$ cat config.mk
export PLATFORM = sky130hd
export DESIGN_NAME = gyro_bias_estimator
export DESIGN_NICKNAME = d
export VERILOG_FILES = /design/src/rtl/gbe_pkg.sv /design/src/rtl/gbe_div.sv /design/src/rtl/gbe_mul.sv /design/src/rtl/gyro_bias_estimator.sv
export SDC_FILE = /design/constraint.sdc
export NUM_CORES = 2
export LEC_CHECK = 0
export BUFFER_PORTS_ARGS = -buffer_cell sky130_fd_sc_hd__buf_2
export CORE_ASPECT_RATIO = 1.4
export CORE_UTILIZATION = 45
export DETAILED_ROUTE_END_ITERATION = 16
export PLACE_DENSITY = 0.62
export RECOVER_POWER = 100
export SYNTH_ARGS = -nofsm -noshare
export SYNTH_HDL_FRONTEND = slang
export SYNTH_SLANG_ARGS = --single-unit
$ cat constraint.sdc
create_clock -name clock -period 32.9 [get_ports clock]
set_input_delay 8.225 -clock clock [delete_from_list [all_inputs] [get_ports clock]]
set_output_delay 8.225 -clock clock [all_outputs]
set_load 0.01 [all_outputs]
$ cat src/rtl/gbe_pkg.sv
package gbe_pkg;

   // default widths of the rate path
   localparam int RATE_WIDTH_DEFAULT    = 24;
   localparam int GAIN_FRACTION_DEFAULT = 32;

   // fixed register and field widths
   localparam int LIMIT_WIDTH     = 23;
   localparam int FRAMES_WIDTH    = 16;
   localparam int COUNT_WIDTH     = 10;
   localparam int CSR_DATA_WIDTH  = 32;
   localparam int CSR_INDEX_WIDTH = 3;
   localparam int AXES            = 3;

   typedef logic [COUNT_WIDTH-1:0]  count_type;
   typedef logic [LIMIT_WIDTH-1:0]  limit_type;
   typedef logic [FRAMES_WIDTH-1:0] frames_type;

   // register map
   typedef enum logic [CSR_INDEX_WIDTH-1:0] {
      CSR_LINEAR_LIMIT = 3'd0,
      CSR_TURN_LIMIT   = 3'd1,
      CSR_STILL_FRAMES = 3'd2,
      CSR_LOCK_COUNT   = 3'd3,
      CSR_TRACK_GAIN   = 3'd4
   } csr_index_type;

   // item kinds
   localparam logic MODE_ODOMETRY = 1'b0;
   localparam logic MODE_GYRO     = 1'b1;

   // register values after reset
   localparam limit_type                 LINEAR_LIMIT_RESET = 23'd3277;
   localparam limit_type                 TURN_LIMIT_RESET   = 23'd3277;
   localparam frames_type                STILL_FRAMES_RESET = 16'd10;
   localparam count_type                 LOCK_COUNT_RESET   = 10'd200;
   localparam logic [CSR_DATA_WIDTH-1:0] TRACK_GAIN_RESET   = 32'd85899;

endpackage

$ cat src/rtl/gbe_div.sv
module gbe_div #(
   parameter int RATE_WIDTH = gbe_pkg::RATE_WIDTH_DEFAULT
) (
   input  logic                                              clock,
   input  logic                                              reset,
   input  logic                                              start,
   input  logic signed [RATE_WIDTH+gbe_pkg::COUNT_WIDTH-1:0] dividend,
   input  gbe_pkg::count_type                                divisor,
   output logic                                              done,
   output logic signed [RATE_WIDTH-1:0]                      quotient
);
   import gbe_pkg::*;

   localparam int SUM_WIDTH  = RATE_WIDTH + COUNT_WIDTH;
   localparam int STEP_WIDTH = $clog2(SUM_WIDTH + 1);

   logic                  busy_ff, busy_in;
   logic                  done_ff, done_in;
   logic [STEP_WIDTH-1:0] step_ff, step_in;
   logic [SUM_WIDTH-1:0]  shift_ff, shift_in;
   count_type             rem_ff, rem_in;
   count_type             divisor_ff, divisor_in;
   logic                  neg_ff, neg_in;

   logic [COUNT_WIDTH:0]  trial;
   logic [COUNT_WIDTH:0]  trial_diff;
   logic                  fits;
   logic [RATE_WIDTH-1:0] mag_quot;

   // restoring divide, one quotient bit per cycle, dividend bits leave at the top
   always_comb begin
      trial      = {rem_ff, shift_ff[SUM_WIDTH-1]};
      trial_diff = trial - {1'b0, divisor_ff};
      fits       = (trial >= {1'b0, divisor_ff});

      busy_in    = busy_ff;
      done_in    = 1'b0;
      step_in    = step_ff;
      shift_in   = shift_ff;
      rem_in     = rem_ff;
      divisor_in = divisor_ff;
      neg_in     = neg_ff;

      if (start) begin
         busy_in    = 1'b1;
         step_in    = STEP_WIDTH'(SUM_WIDTH);
         shift_in   = dividend[SUM_WIDTH-1] ? -dividend : dividend;
         rem_in     = '0;
         divisor_in = divisor;
         neg_in     = dividend[SUM_WIDTH-1];
      end else if (busy_ff) begin
         shift_in = {shift_ff[SUM_WIDTH-2:0], fits};
         rem_in   = fits ? trial_diff[COUNT_WIDTH-1:0] : trial[COUNT_WIDTH-1:0];
         step_in  = step_ff - 1'b1;
         if (step_ff == STEP_WIDTH'(1)) begin
            busy_in = 1'b0;
            done_in = 1'b1;
         end
      end
   end

   // control
   always_ff @(posedge clock) begin
      if (reset) begin
         busy_ff <= 1'b0;
         done_ff <= 1'b0;
         step_ff <= '0;
      end else begin
         busy_ff <= busy_in;
         done_ff <= done_in;
         step_ff <= step_in;
      end
   end

   // operands
   always_ff @(posedge clock) begin
      shift_ff   <= shift_in;
      rem_ff     <= rem_in;
      divisor_ff <= divisor_in;
      neg_ff     <= neg_in;
   end

   // quotient magnitude fits the rate width, sign restored here
   assign mag_quot = shift_ff[RATE_WIDTH-1:0];
   assign quotient = neg_ff ? -mag_quot : mag_quot;
   assign done     = done_ff;

endmodule

$ cat src/rtl/gbe_mul.sv
module gbe_mul #(
   parameter int RATE_WIDTH    = gbe_pkg::RATE_WIDTH_DEFAULT,
   parameter int GAIN_FRACTION = gbe_pkg::GAIN_FRACTION_DEFAULT
) (
   input  logic                                        clock,
   input  logic                                        reset,
   input  logic                                        start,
   input  logic signed [RATE_WIDTH+GAIN_FRACTION:0]    operand,
   input  logic [GAIN_FRACTION-1:0]                    gain,
   output logic                                        done,
   output logic signed [RATE_WIDTH+GAIN_FRACTION:0]    product
);
   import gbe_pkg::*;

   localparam int DIFF_WIDTH = RATE_WIDTH + GAIN_FRACTION + 1;
   localparam int STEP_WIDTH = $clog2(GAIN_FRACTION + 1);

   logic                     busy_ff, busy_in;
   logic                     done_ff, done_in;
   logic [STEP_WIDTH-1:0]    step_ff, step_in;
   logic [GAIN_FRACTION-1:0] gain_sh_ff, gain_sh_in;
   logic [DIFF_WIDTH-1:0]    operand_ff, operand_in;
   logic [DIFF_WIDTH-1:0]    acc_ff, acc_in;
   logic [DIFF_WIDTH:0]      sum_wide;

   // shift-add over gain bits, lsb first; each halving drops a bit, so the
   // result is the floor of gain * operand / 2^GAIN_FRACTION
   always_comb begin
      sum_wide = {acc_ff[DIFF_WIDTH-1], acc_ff}
               + (gain_sh_ff[0] ? {operand_ff[DIFF_WIDTH-1], operand_ff} : '0);

      busy_in    = busy_ff;
      done_in    = 1'b0;
      step_in    = step_ff;
      gain_sh_in = gain_sh_ff;
      operand_in = operand_ff;
      acc_in     = acc_ff;

      if (start) begin
         busy_in    = 1'b1;
         step_in    = STEP_WIDTH'(GAIN_FRACTION);
         gain_sh_in = gain;
         operand_in = operand;
         acc_in     = '0;
      end else if (busy_ff) begin
         gain_sh_in = gain_sh_ff >> 1;
         acc_in     = sum_wide[DIFF_WIDTH:1];
         step_in    = step_ff - 1'b1;
         if (step_ff == STEP_WIDTH'(1)) begin
            busy_in = 1'b0;
            done_in = 1'b1;
         end
      end
   end

   // control
   always_ff @(posedge clock) begin
      if (reset) begin
         busy_ff <= 1'b0;
         done_ff <= 1'b0;
         step_ff <= '0;
      end else begin
         busy_ff <= busy_in;
         done_ff <= done_in;
         step_ff <= step_in;
      end
   end

   // operands and accumulator
   always_ff @(posedge clock) begin
      gain_sh_ff <= gain_sh_in;
      operand_ff <= operand_in;
      acc_ff     <= acc_in;
   end

   assign product = acc_ff;
   assign done    = done_ff;

endmodule

$ cat src/rtl/gyro_bias_estimator.sv
// channel   direction  handshake                 payload
// req       in         req_valid / req_stall     mode, speeds, gyro rates
// rsp       out        rsp_valid / rsp_stall     corrected rates, locked, still
// csr       in         csr_write                 csr_index, csr_wdata
//
// an odometry item is taken in S_IDLE; a gyro item outside sampling passes S_JUDGE and S_OUT
// a tracked sample passes S_JUDGE, S_MUL and S_OUT, paced by the serial gain multiplier
// the locking sample passes S_JUDGE, S_DIV and S_OUT, paced by the serial mean divider
// reset is synchronous and clears control and the running sums; no clearing pass
// an item is taken while a result waits in rsp; a stalled rsp holds its fields
module gyro_bias_estimator #(
   parameter int RATE_WIDTH    = gbe_pkg::RATE_WIDTH_DEFAULT,
   parameter int GAIN_FRACTION = gbe_pkg::GAIN_FRACTION_DEFAULT
) (
   input  logic                                  clock,
   input  logic                                  reset,

   input  logic                                  req_valid,
   output logic                                  req_stall,
   input  logic                                  req_mode,
   input  logic signed [RATE_WIDTH-1:0]          req_linear_speed,
   input  logic signed [RATE_WIDTH-1:0]          req_yaw_speed,
   input  logic signed [RATE_WIDTH-1:0]          req_rate_x,
   input  logic signed [RATE_WIDTH-1:0]          req_rate_y,
   input  logic signed [RATE_WIDTH-1:0]          req_rate_z,

   output logic                                  rsp_valid,
   input  logic                                  rsp_stall,
   output logic signed [RATE_WIDTH-1:0]          rsp_fixed_x,
   output logic signed [RATE_WIDTH-1:0]          rsp_fixed_y,
   output logic signed [RATE_WIDTH-1:0]          rsp_fixed_z,
   output logic                                  rsp_bias_locked,
   output logic                                  rsp_is_still,

   input  logic                                  csr_write,
   input  logic [gbe_pkg::CSR_INDEX_WIDTH-1:0]   csr_index,
   input  logic [gbe_pkg::CSR_DATA_WIDTH-1:0]    csr_wdata
);
   import gbe_pkg::*;

   localparam int SUM_WIDTH  = RATE_WIDTH + COUNT_WIDTH;
   localparam int BIAS_WIDTH = RATE_WIDTH + GAIN_FRACTION;
   localparam int DIFF_WIDTH = BIAS_WIDTH + 1;
   localparam int WIDE_WIDTH = RATE_WIDTH + 2;
   localparam int CMP_WIDTH  = (RATE_WIDTH > LIMIT_WIDTH) ? RATE_WIDTH : LIMIT_WIDTH;
   localparam logic [GAIN_FRACTION-1:0] ROUND_HALF = {1'b1, {(GAIN_FRACTION-1){1'b0}}};
   localparam logic [RATE_WIDTH-1:0] RATE_MAX = {1'b0, {(RATE_WIDTH-1){1'b1}}};
   localparam logic [RATE_WIDTH-1:0] RATE_MIN = {1'b1, {(RATE_WIDTH-1){1'b0}}};

   typedef enum logic [2:0] {
      S_IDLE,
      S_JUDGE,
      S_DIV,
      S_MUL,
      S_OUT
   } state_type;

   // control and configuration
   state_type                 state_ff, state_in;
   limit_type                 lin_limit_ff, lin_limit_in;
   limit_type                 turn_limit_ff, turn_limit_in;
   frames_type                frames_ff, frames_in;
   count_type                 lock_count_ff, lock_count_in;
   logic [GAIN_FRACTION-1:0]  gain_ff, gain_in;
   logic                      odo_seen_ff, odo_seen_in;
   frames_type                still_run_ff, still_run_in;
   count_type                 sum_count_ff, sum_count_in;
   logic                      locked_ff, locked_in;
   logic                      still_ff, still_in;
   logic                      rsp_valid_ff, rsp_valid_in;
   logic signed [SUM_WIDTH-1:0] sum_ff [AXES];
   logic signed [SUM_WIDTH-1:0] sum_in [AXES];

   // payload
   logic signed [RATE_WIDTH-1:0] last_linear_ff, last_linear_in;
   logic signed [RATE_WIDTH-1:0] last_yaw_ff, last_yaw_in;
   logic signed [RATE_WIDTH-1:0] x_ff [AXES];
   logic signed [RATE_WIDTH-1:0] x_in [AXES];
   logic signed [BIAS_WIDTH-1:0] bias_ff [AXES];
   logic signed [BIAS_WIDTH-1:0] bias_in [AXES];
   logic signed [RATE_WIDTH-1:0] rsp_fixed_ff [AXES];
   logic signed [RATE_WIDTH-1:0] rsp_fixed_in [AXES];
   logic                         rsp_locked_ff, rsp_locked_in;
   logic                         rsp_still_ff, rsp_still_in;

   // datapath between registers
   logic                         accept;
   logic [RATE_WIDTH-1:0]        mag_lin;
   logic [RATE_WIDTH-1:0]        mag_yaw;
   logic                         still;
   frames_type                   run_next;
   logic                         sampling;
   count_type                    count_inc;
   logic                         lock_now;
   count_type                    divisor;
   logic                         div_start;
   logic                         mul_start;
   logic [AXES-1:0]              div_done;
   logic [AXES-1:0]              mul_done;
   logic signed [SUM_WIDTH-1:0]  sum_next [AXES];
   logic signed [DIFF_WIDTH-1:0] diff [AXES];
   logic signed [RATE_WIDTH-1:0] div_quot [AXES];
   logic signed [DIFF_WIDTH-1:0] mul_prod [AXES];
   logic signed [DIFF_WIDTH-1:0] bias_sum [AXES];
   logic signed [WIDE_WIDTH-1:0] corr_wide [AXES];
   logic [RATE_WIDTH-1:0]        bias_high [AXES];
   logic [AXES-1:0]              round_up;
   logic signed [RATE_WIDTH-1:0] fixed [AXES];

   assign accept    = req_valid && !req_stall;
   assign req_stall = (state_ff != S_IDLE);

   // stillness judgment from the last odometry item
   always_comb begin
      mag_lin   = last_linear_ff[RATE_WIDTH-1] ? -last_linear_ff : last_linear_ff;
      mag_yaw   = last_yaw_ff[RATE_WIDTH-1] ? -last_yaw_ff : last_yaw_ff;
      still     = (CMP_WIDTH'(mag_lin) < CMP_WIDTH'(lin_limit_ff))
                && (CMP_WIDTH'(mag_yaw) < CMP_WIDTH'(turn_limit_ff));
      if (!still) begin
         run_next = '0;
      end else if (still_run_ff == '1) begin
         run_next = still_run_ff;
      end else begin
         run_next = still_run_ff + 1'b1;
      end
      sampling  = still && (run_next > frames_ff);
      count_inc = sum_count_ff + 1'b1;
      lock_now  = (count_inc == '0) || (count_inc >= lock_count_ff);
      divisor   = (count_inc == '0) ? COUNT_WIDTH'(1) : count_inc;
   end

   // per-axis sums, tracking error, bias update and corrected output
   always_comb begin
      for (int i = 0; i < AXES; i++) begin
         sum_next[i]  = sum_ff[i] + {{COUNT_WIDTH{x_ff[i][RATE_WIDTH-1]}}, x_ff[i]};
         diff[i]      = {x_ff[i][RATE_WIDTH-1], x_ff[i], {GAIN_FRACTION{1'b0}}}
                      - {bias_ff[i][BIAS_WIDTH-1], bias_ff[i]};
         bias_sum[i]  = {bias_ff[i][BIAS_WIDTH-1], bias_ff[i]} + mul_prod[i];
         bias_high[i] = bias_ff[i][BIAS_WIDTH-1:GAIN_FRACTION];
         round_up[i]  = (bias_ff[i][GAIN_FRACTION-1:0] > ROUND_HALF);
         corr_wide[i] = {{2{x_ff[i][RATE_WIDTH-1]}}, x_ff[i]}
                      - {{2{bias_high[i][RATE_WIDTH-1]}}, bias_high[i]}
                      - {{(WIDE_WIDTH-1){1'b0}}, round_up[i]};
         if (!locked_ff) begin
            fixed[i] = x_ff[i];
         end else if ((corr_wide[i][WIDE_WIDTH-1:RATE_WIDTH-1] == 3'b000)
                   || (corr_wide[i][WIDE_WIDTH-1:RATE_WIDTH-1] == 3'b111)) begin
            fixed[i] = corr_wide[i][RATE_WIDTH-1:0];
         end else if (corr_wide[i][WIDE_WIDTH-1]) begin
            fixed[i] = RATE_MIN;
         end else begin
            fixed[i] = RATE_MAX;
         end
      end
   end

   // one divider and one multiplier per axis, all lanes run in lockstep
   for (genvar g = 0; g < AXES; g++) begin : g_lane
      gbe_div #(
         .RATE_WIDTH (RATE_WIDTH)
      ) u_div (
         .clock    (clock),
         .reset    (reset),
         .start    (div_start),
         .dividend (sum_next[g]),
         .divisor  (divisor),
         .done     (div_done[g]),
         .quotient (div_quot[g])
      );

      gbe_mul #(
         .RATE_WIDTH    (RATE_WIDTH),
         .GAIN_FRACTION (GAIN_FRACTION)
      ) u_mul (
         .clock   (clock),
         .reset   (reset),
         .start   (mul_start),
         .operand (diff[g]),
         .gain    (gain_ff),
         .done    (mul_done[g]),
         .product (mul_prod[g])
      );
   end

   // sequencer and register writes
   always_comb begin
      state_in       = state_ff;
      lin_limit_in   = lin_limit_ff;
      turn_limit_in  = turn_limit_ff;
      frames_in      = frames_ff;
      lock_count_in  = lock_count_ff;
      gain_in        = gain_ff;
      odo_seen_in    = odo_seen_ff;
      still_run_in   = still_run_ff;
      sum_count_in   = sum_count_ff;
      locked_in      = locked_ff;
      still_in       = still_ff;
      last_linear_in = last_linear_ff;
      last_yaw_in    = last_yaw_ff;
      rsp_locked_in  = rsp_locked_ff;
      rsp_still_in   = rsp_still_ff;
      rsp_valid_in   = rsp_valid_ff && rsp_stall;
      div_start      = 1'b0;
      mul_start      = 1'b0;
      for (int i = 0; i < AXES; i++) begin
         sum_in[i]       = sum_ff[i];
         x_in[i]         = x_ff[i];
         bias_in[i]      = bias_ff[i];
         rsp_fixed_in[i] = rsp_fixed_ff[i];
      end

      // configuration writes
      if (csr_write) begin
         unique case (csr_index)
            CSR_LINEAR_LIMIT: lin_limit_in  = csr_wdata[LIMIT_WIDTH-1:0];
            CSR_TURN_LIMIT:   turn_limit_in = csr_wdata[LIMIT_WIDTH-1:0];
            CSR_STILL_FRAMES: frames_in     = csr_wdata[FRAMES_WIDTH-1:0];
            CSR_LOCK_COUNT:   lock_count_in = csr_wdata[COUNT_WIDTH-1:0];
            CSR_TRACK_GAIN:   gain_in       = csr_wdata[GAIN_FRACTION-1:0];
            default: ;
         endcase
      end

      unique case (state_ff)
         S_IDLE: begin
            if (accept) begin
               if (req_mode == MODE_ODOMETRY) begin
                  last_linear_in = req_linear_speed;
                  last_yaw_in    = req_yaw_speed;
                  odo_seen_in    = 1'b1;
               end else if (odo_seen_ff) begin
                  x_in[0]  = req_rate_x;
                  x_in[1]  = req_rate_y;
                  x_in[2]  = req_rate_z;
                  state_in = S_JUDGE;
               end
            end
         end
         S_JUDGE: begin
            still_in     = still;
            still_run_in = run_next;
            if (sampling && !locked_ff) begin
               for (int i = 0; i < AXES; i++) begin
                  sum_in[i] = sum_next[i];
               end
               sum_count_in = count_inc;
               if (lock_now) begin
                  div_start = 1'b1;
                  state_in  = S_DIV;
               end else begin
                  state_in = S_OUT;
               end
            end else if (sampling) begin
               mul_start = 1'b1;
               state_in  = S_MUL;
            end else begin
               state_in = S_OUT;
            end
         end
         S_DIV: begin
            // mean becomes the bias with a clear fraction
            if (&div_done) begin
               for (int i = 0; i < AXES; i++) begin
                  bias_in[i] = {div_quot[i], {GAIN_FRACTION{1'b0}}};
               end
               locked_in = 1'b1;
               state_in  = S_OUT;
            end
         end
         S_MUL: begin
            if (&mul_done) begin
               for (int i = 0; i < AXES; i++) begin
                  bias_in[i] = bias_sum[i][BIAS_WIDTH-1:0];
               end
               state_in = S_OUT;
            end
         end
         S_OUT: begin
            if (!rsp_valid_ff || !rsp_stall) begin
               for (int i = 0; i < AXES; i++) begin
                  rsp_fixed_in[i] = fixed[i];
               end
               rsp_locked_in = locked_ff;
               rsp_still_in  = still_ff;
               rsp_valid_in  = 1'b1;
               state_in      = S_IDLE;
            end
         end
         default: state_in = S_IDLE;
      endcase
   end

   // state, configuration and registered outputs
   always_ff @(posedge clock) begin
      if (reset) begin
         state_ff      <= S_IDLE;
         lin_limit_ff  <= LINEAR_LIMIT_RESET;
         turn_limit_ff <= TURN_LIMIT_RESET;
         frames_ff     <= STILL_FRAMES_RESET;
         lock_count_ff <= LOCK_COUNT_RESET;
         gain_ff       <= TRACK_GAIN_RESET[GAIN_FRACTION-1:0];
         odo_seen_ff   <= 1'b0;
         still_run_ff  <= '0;
         sum_count_ff  <= '0;
         locked_ff     <= 1'b0;
         still_ff      <= 1'b0;
         rsp_valid_ff  <= 1'b0;
         for (int i = 0; i < AXES; i++) begin
            sum_ff[i] <= '0;
         end
      end else begin
         state_ff      <= state_in;
         lin_limit_ff  <= lin_limit_in;
         turn_limit_ff <= turn_limit_in;
         frames_ff     <= frames_in;
         lock_count_ff <= lock_count_in;
         gain_ff       <= gain_in;
         odo_seen_ff   <= odo_seen_in;
         still_run_ff  <= still_run_in;
         sum_count_ff  <= sum_count_in;
         locked_ff     <= locked_in;
         still_ff      <= still_in;
         rsp_valid_ff  <= rsp_valid_in;
         for (int i = 0; i < AXES; i++) begin
            sum_ff[i] <= sum_in[i];
         end
      end
   end

   // item payload, bias and result fields
   always_ff @(posedge clock) begin
      last_linear_ff <= last_linear_in;
      last_yaw_ff    <= last_yaw_in;
      rsp_locked_ff  <= rsp_locked_in;
      rsp_still_ff   <= rsp_still_in;
      for (int i = 0; i < AXES; i++) begin
         x_ff[i]         <= x_in[i];
         bias_ff[i]      <= bias_in[i];
         rsp_fixed_ff[i] <= rsp_fixed_in[i];
      end
   end

   assign rsp_valid       = rsp_valid_ff;
   assign rsp_fixed_x     = rsp_fixed_ff[0];
   assign rsp_fixed_y     = rsp_fixed_ff[1];
   assign rsp_fixed_z     = rsp_fixed_ff[2];
   assign rsp_bias_locked = rsp_locked_ff;
   assign rsp_is_still    = rsp_still_ff;

endmodule

==> run summary <==
The flow ran to the end, but the final reports show violations. The checks that failed: capacitance limit, slew limit. The first global-routing pass estimated 379 mm of wire. The average cell area after synthesis came out at 8.83 um^2. In this run the static leakage power is 39.0 nW. The tools report the net total in the final layout as 10,800.

The post-route DRC violation count is 0. Tracing the worst setup path back leads to its startpoint at last_linear_ff[5]. For the detailed-router iteration count before antenna repair, the log shows 6. The number of rows in the core area is 189. The tools report the data arrival time of the critical path as 16,770 ps. The clock passes through at most 4 buffers. Number of global-route vias before repair: 69,800.

The run gives 193,000 um^2 as the area enclosed by the die boundary. The classification of the worst-slack hold path is flip-flop to flip-flop. The run gives 190,000 um^2 as the area of the placeable core.

Across all setup checks in the final design, the least slack found is 16,860 ps. From left edge to right edge, the die measures 372 um. For the post-cts gate resize count, the log shows 0. For the maximum resistive drop on vdd, the log shows 0.0415 mV.

The wire length reported by the detailed router is 241 mm, and the violation count after the first detailed-routing iteration is 4,538. The via-per-instance ratio is 5.70, and the pin count of the biggest net entering global routing is 193. TritonCTS built the clock tree.

The I/O pin count was 237. Routability-driven placement finished with a final weighted congestion of 0.936. Category of the worst setup path capture point: a flip-flop. The cell that appears most often on the critical path is sky130_fd_sc_hd__a21o_1. On the worst path, the slowest cell contributes a delay of 4490 ps.

The starting utilization of the core area is 0.454. The max-slew violation total from the final report is 1,726, and the worst slew slack as a fraction of its limit is -2.24. The routed design could run at a clock period as short as 16,040 ps. The actual transition at the worst max-transition pin works out to 4860 ps. Clock-pin slew was measured on the worst setup and hold paths at 60 ps. Most instantiated flip-flop cell in the synthesis netlist: sky130_fd_sc_hd__edfxtp_1. The number of clock sinks was 1,232. The logs give 36 for the count of maximum capacitance violations and 0.372 for the sequential share of the synthesized area.

The tools report the warning count from the yosys run as 0. In this run the worst path has a maximum fanout of 112. From bottom edge to top edge, the die measures 520 um.

Counting distinct cell types in the post-synthesis netlist gives 113. Start of the worst register-to-register path: last_linear_ff[5]. Setup violations remaining at the end of the flow were counted as 0. The post-detailed-placement half-perimeter wirelength came out at 180 mm.

Compared with the post-synthesis result, the final layout area differs by 9.29%. The synthesized netlist occupies a cell area of 86,300 um^2. The gate count of the mapped netlist was 9,770.

The logs give 0 for the post-CTS setup buffer count and 64.8 ps for the clock tree skew after final layout. For this run, the top clock speed supported by timing is 62.3 MHz. The proportion of register bits with asynchronous set or reset after synthesis is 0.

At the worst endpoint, the required time is 33,620 ps. The slowest library cell on the worst path was sky130_fd_sc_hd__clkinvlp_2. Setup repair after global routing left no endpoint under its margin.

The total track usage came out at 0.243. CTS placed an instance of sky130_fd_sc_hd__clkbuf_16 at the clock tree root. Summed over all failing endpoints, the final setup total negative slack is 0 ps.

The number of nets in the synthesized netlist is 10,700. For the post-detailed-route count of antenna-violating nets, the log shows 0. Dividing the detail-routed wire length by the instance count gives 19.3 um.

The ratio of cells with drive above 1 in the final layout was 0.0517. The final number of hold-violating endpoints is 0. STA classifies the critical path startpoint as a flip-flop. The critical path in this run is classified as flip-flop to flip-flop. The number of antenna violations at the first check in global routing was 16.

The number of enable-type register cells in the synthesized netlist came out at 744. The number of vias after detailed routing was 71,000. The run gives 22,390 ps as the worst slack after detailed placement. For flop-to-flop paths, the worst setup slack is 16,860 ps. The ratio of final minimum period to clock period came out at 0.488. The tools report the sum of overflow across all layers after global routing as 0. The run gives 4 as the total number of H-tree levels. Power spread over the standard cell area amounts to 40.8 nW/um^2. After synthesis the netlist holds a flip-flop and latch count of 1,232. The number of clock buffers added by TritonCTS is 147.

The clock reaches the later pin of the worst-skew pair after 830 ps. Buffers placed on the I/O ports in this run total 236. The worst min-delay path startpoint was lock_count_ff[1].

Number of buffers inserted for hold repair after clock tree synthesis: 0.
==> synth_stat cells, types with 20 or more instances <==
cell type	n	area, um^2
sky130_fd_sc_hd__and2_1	214	1340
sky130_fd_sc_hd__a21boi_0	27	203
sky130_fd_sc_hd__nand3_1	179	896
sky130_fd_sc_hd__o31a_1	27	236
sky130_fd_sc_hd__a211oi_1	109	818
sky130_fd_sc_hd__nor2b_1	79	494
sky130_fd_sc_hd__nor3_1	174	871
sky130_fd_sc_hd__nor4_1	58	363
sky130_fd_sc_hd__a21oi_1	831	4160
sky130_fd_sc_hd__clkbuf_1	330	1240
sky130_fd_sc_hd__a221o_1	33	330
sky130_fd_sc_hd__o21ai_1	31	155
sky130_fd_sc_hd__a31oi_1	91	569
sky130_fd_sc_hd__or2_2	35	219
sky130_fd_sc_hd__or4_1	38	285
sky130_fd_sc_hd__inv_1	554	2080
sky130_fd_sc_hd__dfxtp_1	488	9770
sky130_fd_sc_hd__o31ai_1	78	586
sky130_fd_sc_hd__xor2_1	307	2690
sky130_fd_sc_hd__ha_1	768	9610
sky130_fd_sc_hd__o41ai_1	30	263
sky130_fd_sc_hd__nand2b_1	101	632
sky130_fd_sc_hd__o21a_1	74	556
sky130_fd_sc_hd__nor2_1	820	3080
sky130_fd_sc_hd__nand4_1	97	607
sky130_fd_sc_hd__o21ai_0	479	2400
sky130_fd_sc_hd__a221oi_1	20	175
sky130_fd_sc_hd__xnor2_1	558	4890
sky130_fd_sc_hd__a211o_1	23	201
sky130_fd_sc_hd__buf_1	21	78.8
sky130_fd_sc_hd__a21o_1	393	2950
sky130_fd_sc_hd__and3_1	57	357
sky130_fd_sc_hd__or3_1	72	450
sky130_fd_sc_hd__edfxtp_1	744	22300
sky130_fd_sc_hd__o211ai_1	72	541
sky130_fd_sc_hd__nand2_1	1194	4480
sky130_fd_sc_hd__mux2i_1	163	1630
sky130_fd_sc_hd__o21bai_1	96	721
==> cells in the final DEF, fill, tap and decap left out, types with 306 or more instances in the layout <==
| cell | instances |
|---|---|
| sky130_fd_sc_hd__nor2_1 | 818 |
| sky130_fd_sc_hd__a21oi_1 | 831 |
| sky130_fd_sc_hd__dfxtp_1 | 484 |
| sky130_fd_sc_hd__o21ai_0 | 495 |
| sky130_fd_sc_hd__ha_1 | 768 |
| sky130_fd_sc_hd__xor2_1 | 306 |
| sky130_fd_sc_hd__edfxtp_1 | 744 |
| sky130_fd_sc_hd__xnor2_1 | 557 |
| sky130_fd_sc_hd__inv_1 | 554 |
| sky130_fd_sc_hd__a21o_1 | 393 |
| sky130_fd_sc_hd__nand2_1 | 1194 |
==> where the power goes <==
group          switching [mW]  internal [mW]
sequential             0.0366           1.66
combinational           0.275          0.202
clock                   0.690          0.984
total                    1.00           2.84
==> layer usage <==
layer | vias up | GRT usage | routed length [um] | part of all wire
met5 | - | 0 | 38 | 0.00016
met2 | 1669 | 0.433 | 119000 | 0.50
met3 | 476 | 0.0310 | 12000 | 0.050
li1 | 35000 | - | - | -
met1 | 33800 | 0.298 | 101000 | 0.42
met4 | 6 | 0.0888 | 8780 | 0.036
==> flip-flops by register name, indices dropped and copies added, names as in the netlist, 10 cells and up <==
name,count
g_lane.u_div.shift_ff,102
lin_limit_ff,23
rsp_fixed_ff,72
last_linear_ff,24
g_lane.u_div.divisor_ff,10
lock_count_ff,10
last_yaw_ff,24
gain_ff,32
bias_ff,168
turn_limit_ff,23
g_lane.u_mul.step_ff,18
g_lane.u_mul.operand_ff,171
g_lane.u_div.rem_ff,30
g_lane.u_mul.product,171
g_lane.u_div.step_ff,18
frames_ff,16
sum_count_ff,10
x_ff,72
g_lane.u_mul.gain_sh_ff,96
still_run_ff,16
sum_ff,102
==> final timing paths <==
| check | endpoint | cells after the start |
|---|---|---|
| worst max-delay path | g_lane[0].u_mul.product[52] | 28 |
| worst min-delay path | lock_count_ff[1] | 2 |
| worst max register to register | g_lane[0].u_mul.product[52] | 28 |
| worst min register to register | lock_count_ff[1] | 2 |
==> stage by stage <==
stage / hold slack [ps] / util / instance area, um^2 / cells / power (mW)
3_3_place_gp: 442 / 0.472 / 89700 / 12200 / 2.19
3_5_place_dp: 448 / 0.472 / 89700 / 12200 / 2.20
5_1_grt: 470 / 0.496 / 94300 / 12400 / 4.00
2_1_floorplan: 406 / - / 86300 / 9770 / 2.08
4_1_cts: 456 / 0.498 / 94500 / 12400 / 3.88
6_report: 455 / 0.496 / 94300 / 12500 / 3.85
==> cell families (layout without fill, tap and decap cells) <==
group / after synthesis / after routing / synth area share
buffers and inverters: 921 / 1106 / 0.0407
other: 0 / 12 / 0
adders and majority gates: 786 / 786 / 0.116
and+or+nand+nor: 3213 / 3213 / 0.173
AOI/OAI and AO/OA: 2582 / 2582 / 0.191
muxes: 168 / 168 / 0.0196
xor gates and xnor gates: 868 / 868 / 0.0884
DFF: 1232 / 1232 / 0.372
==> final cells by class <==
type / count / area (um^2)
inverter: 557 / 2090
sequential: 1232 / 32100
clock inverter: 70 / 781
multi-input combinational: 7617 / 50700
clock buffer: 191 / 4050
timing repair buffer: 288 / 1380
antenna: 12 / 30.0
fill: 17900 / 95600
tap: 2483 / 3110
==> critical path, delay by kind of cell, from the launching register on <==
family                     cells  cell delay, ps
and+or+nand+nor                7            2630
AOI/OAI and AO/OA             14            3700
buffers and inverters          3            8230
muxes                          1             130
DFF                            1             450
adders and majority gates      2             580
xor gates and xnor gates       1             150
Note: power is estimated with default switching activity, not from simulation.
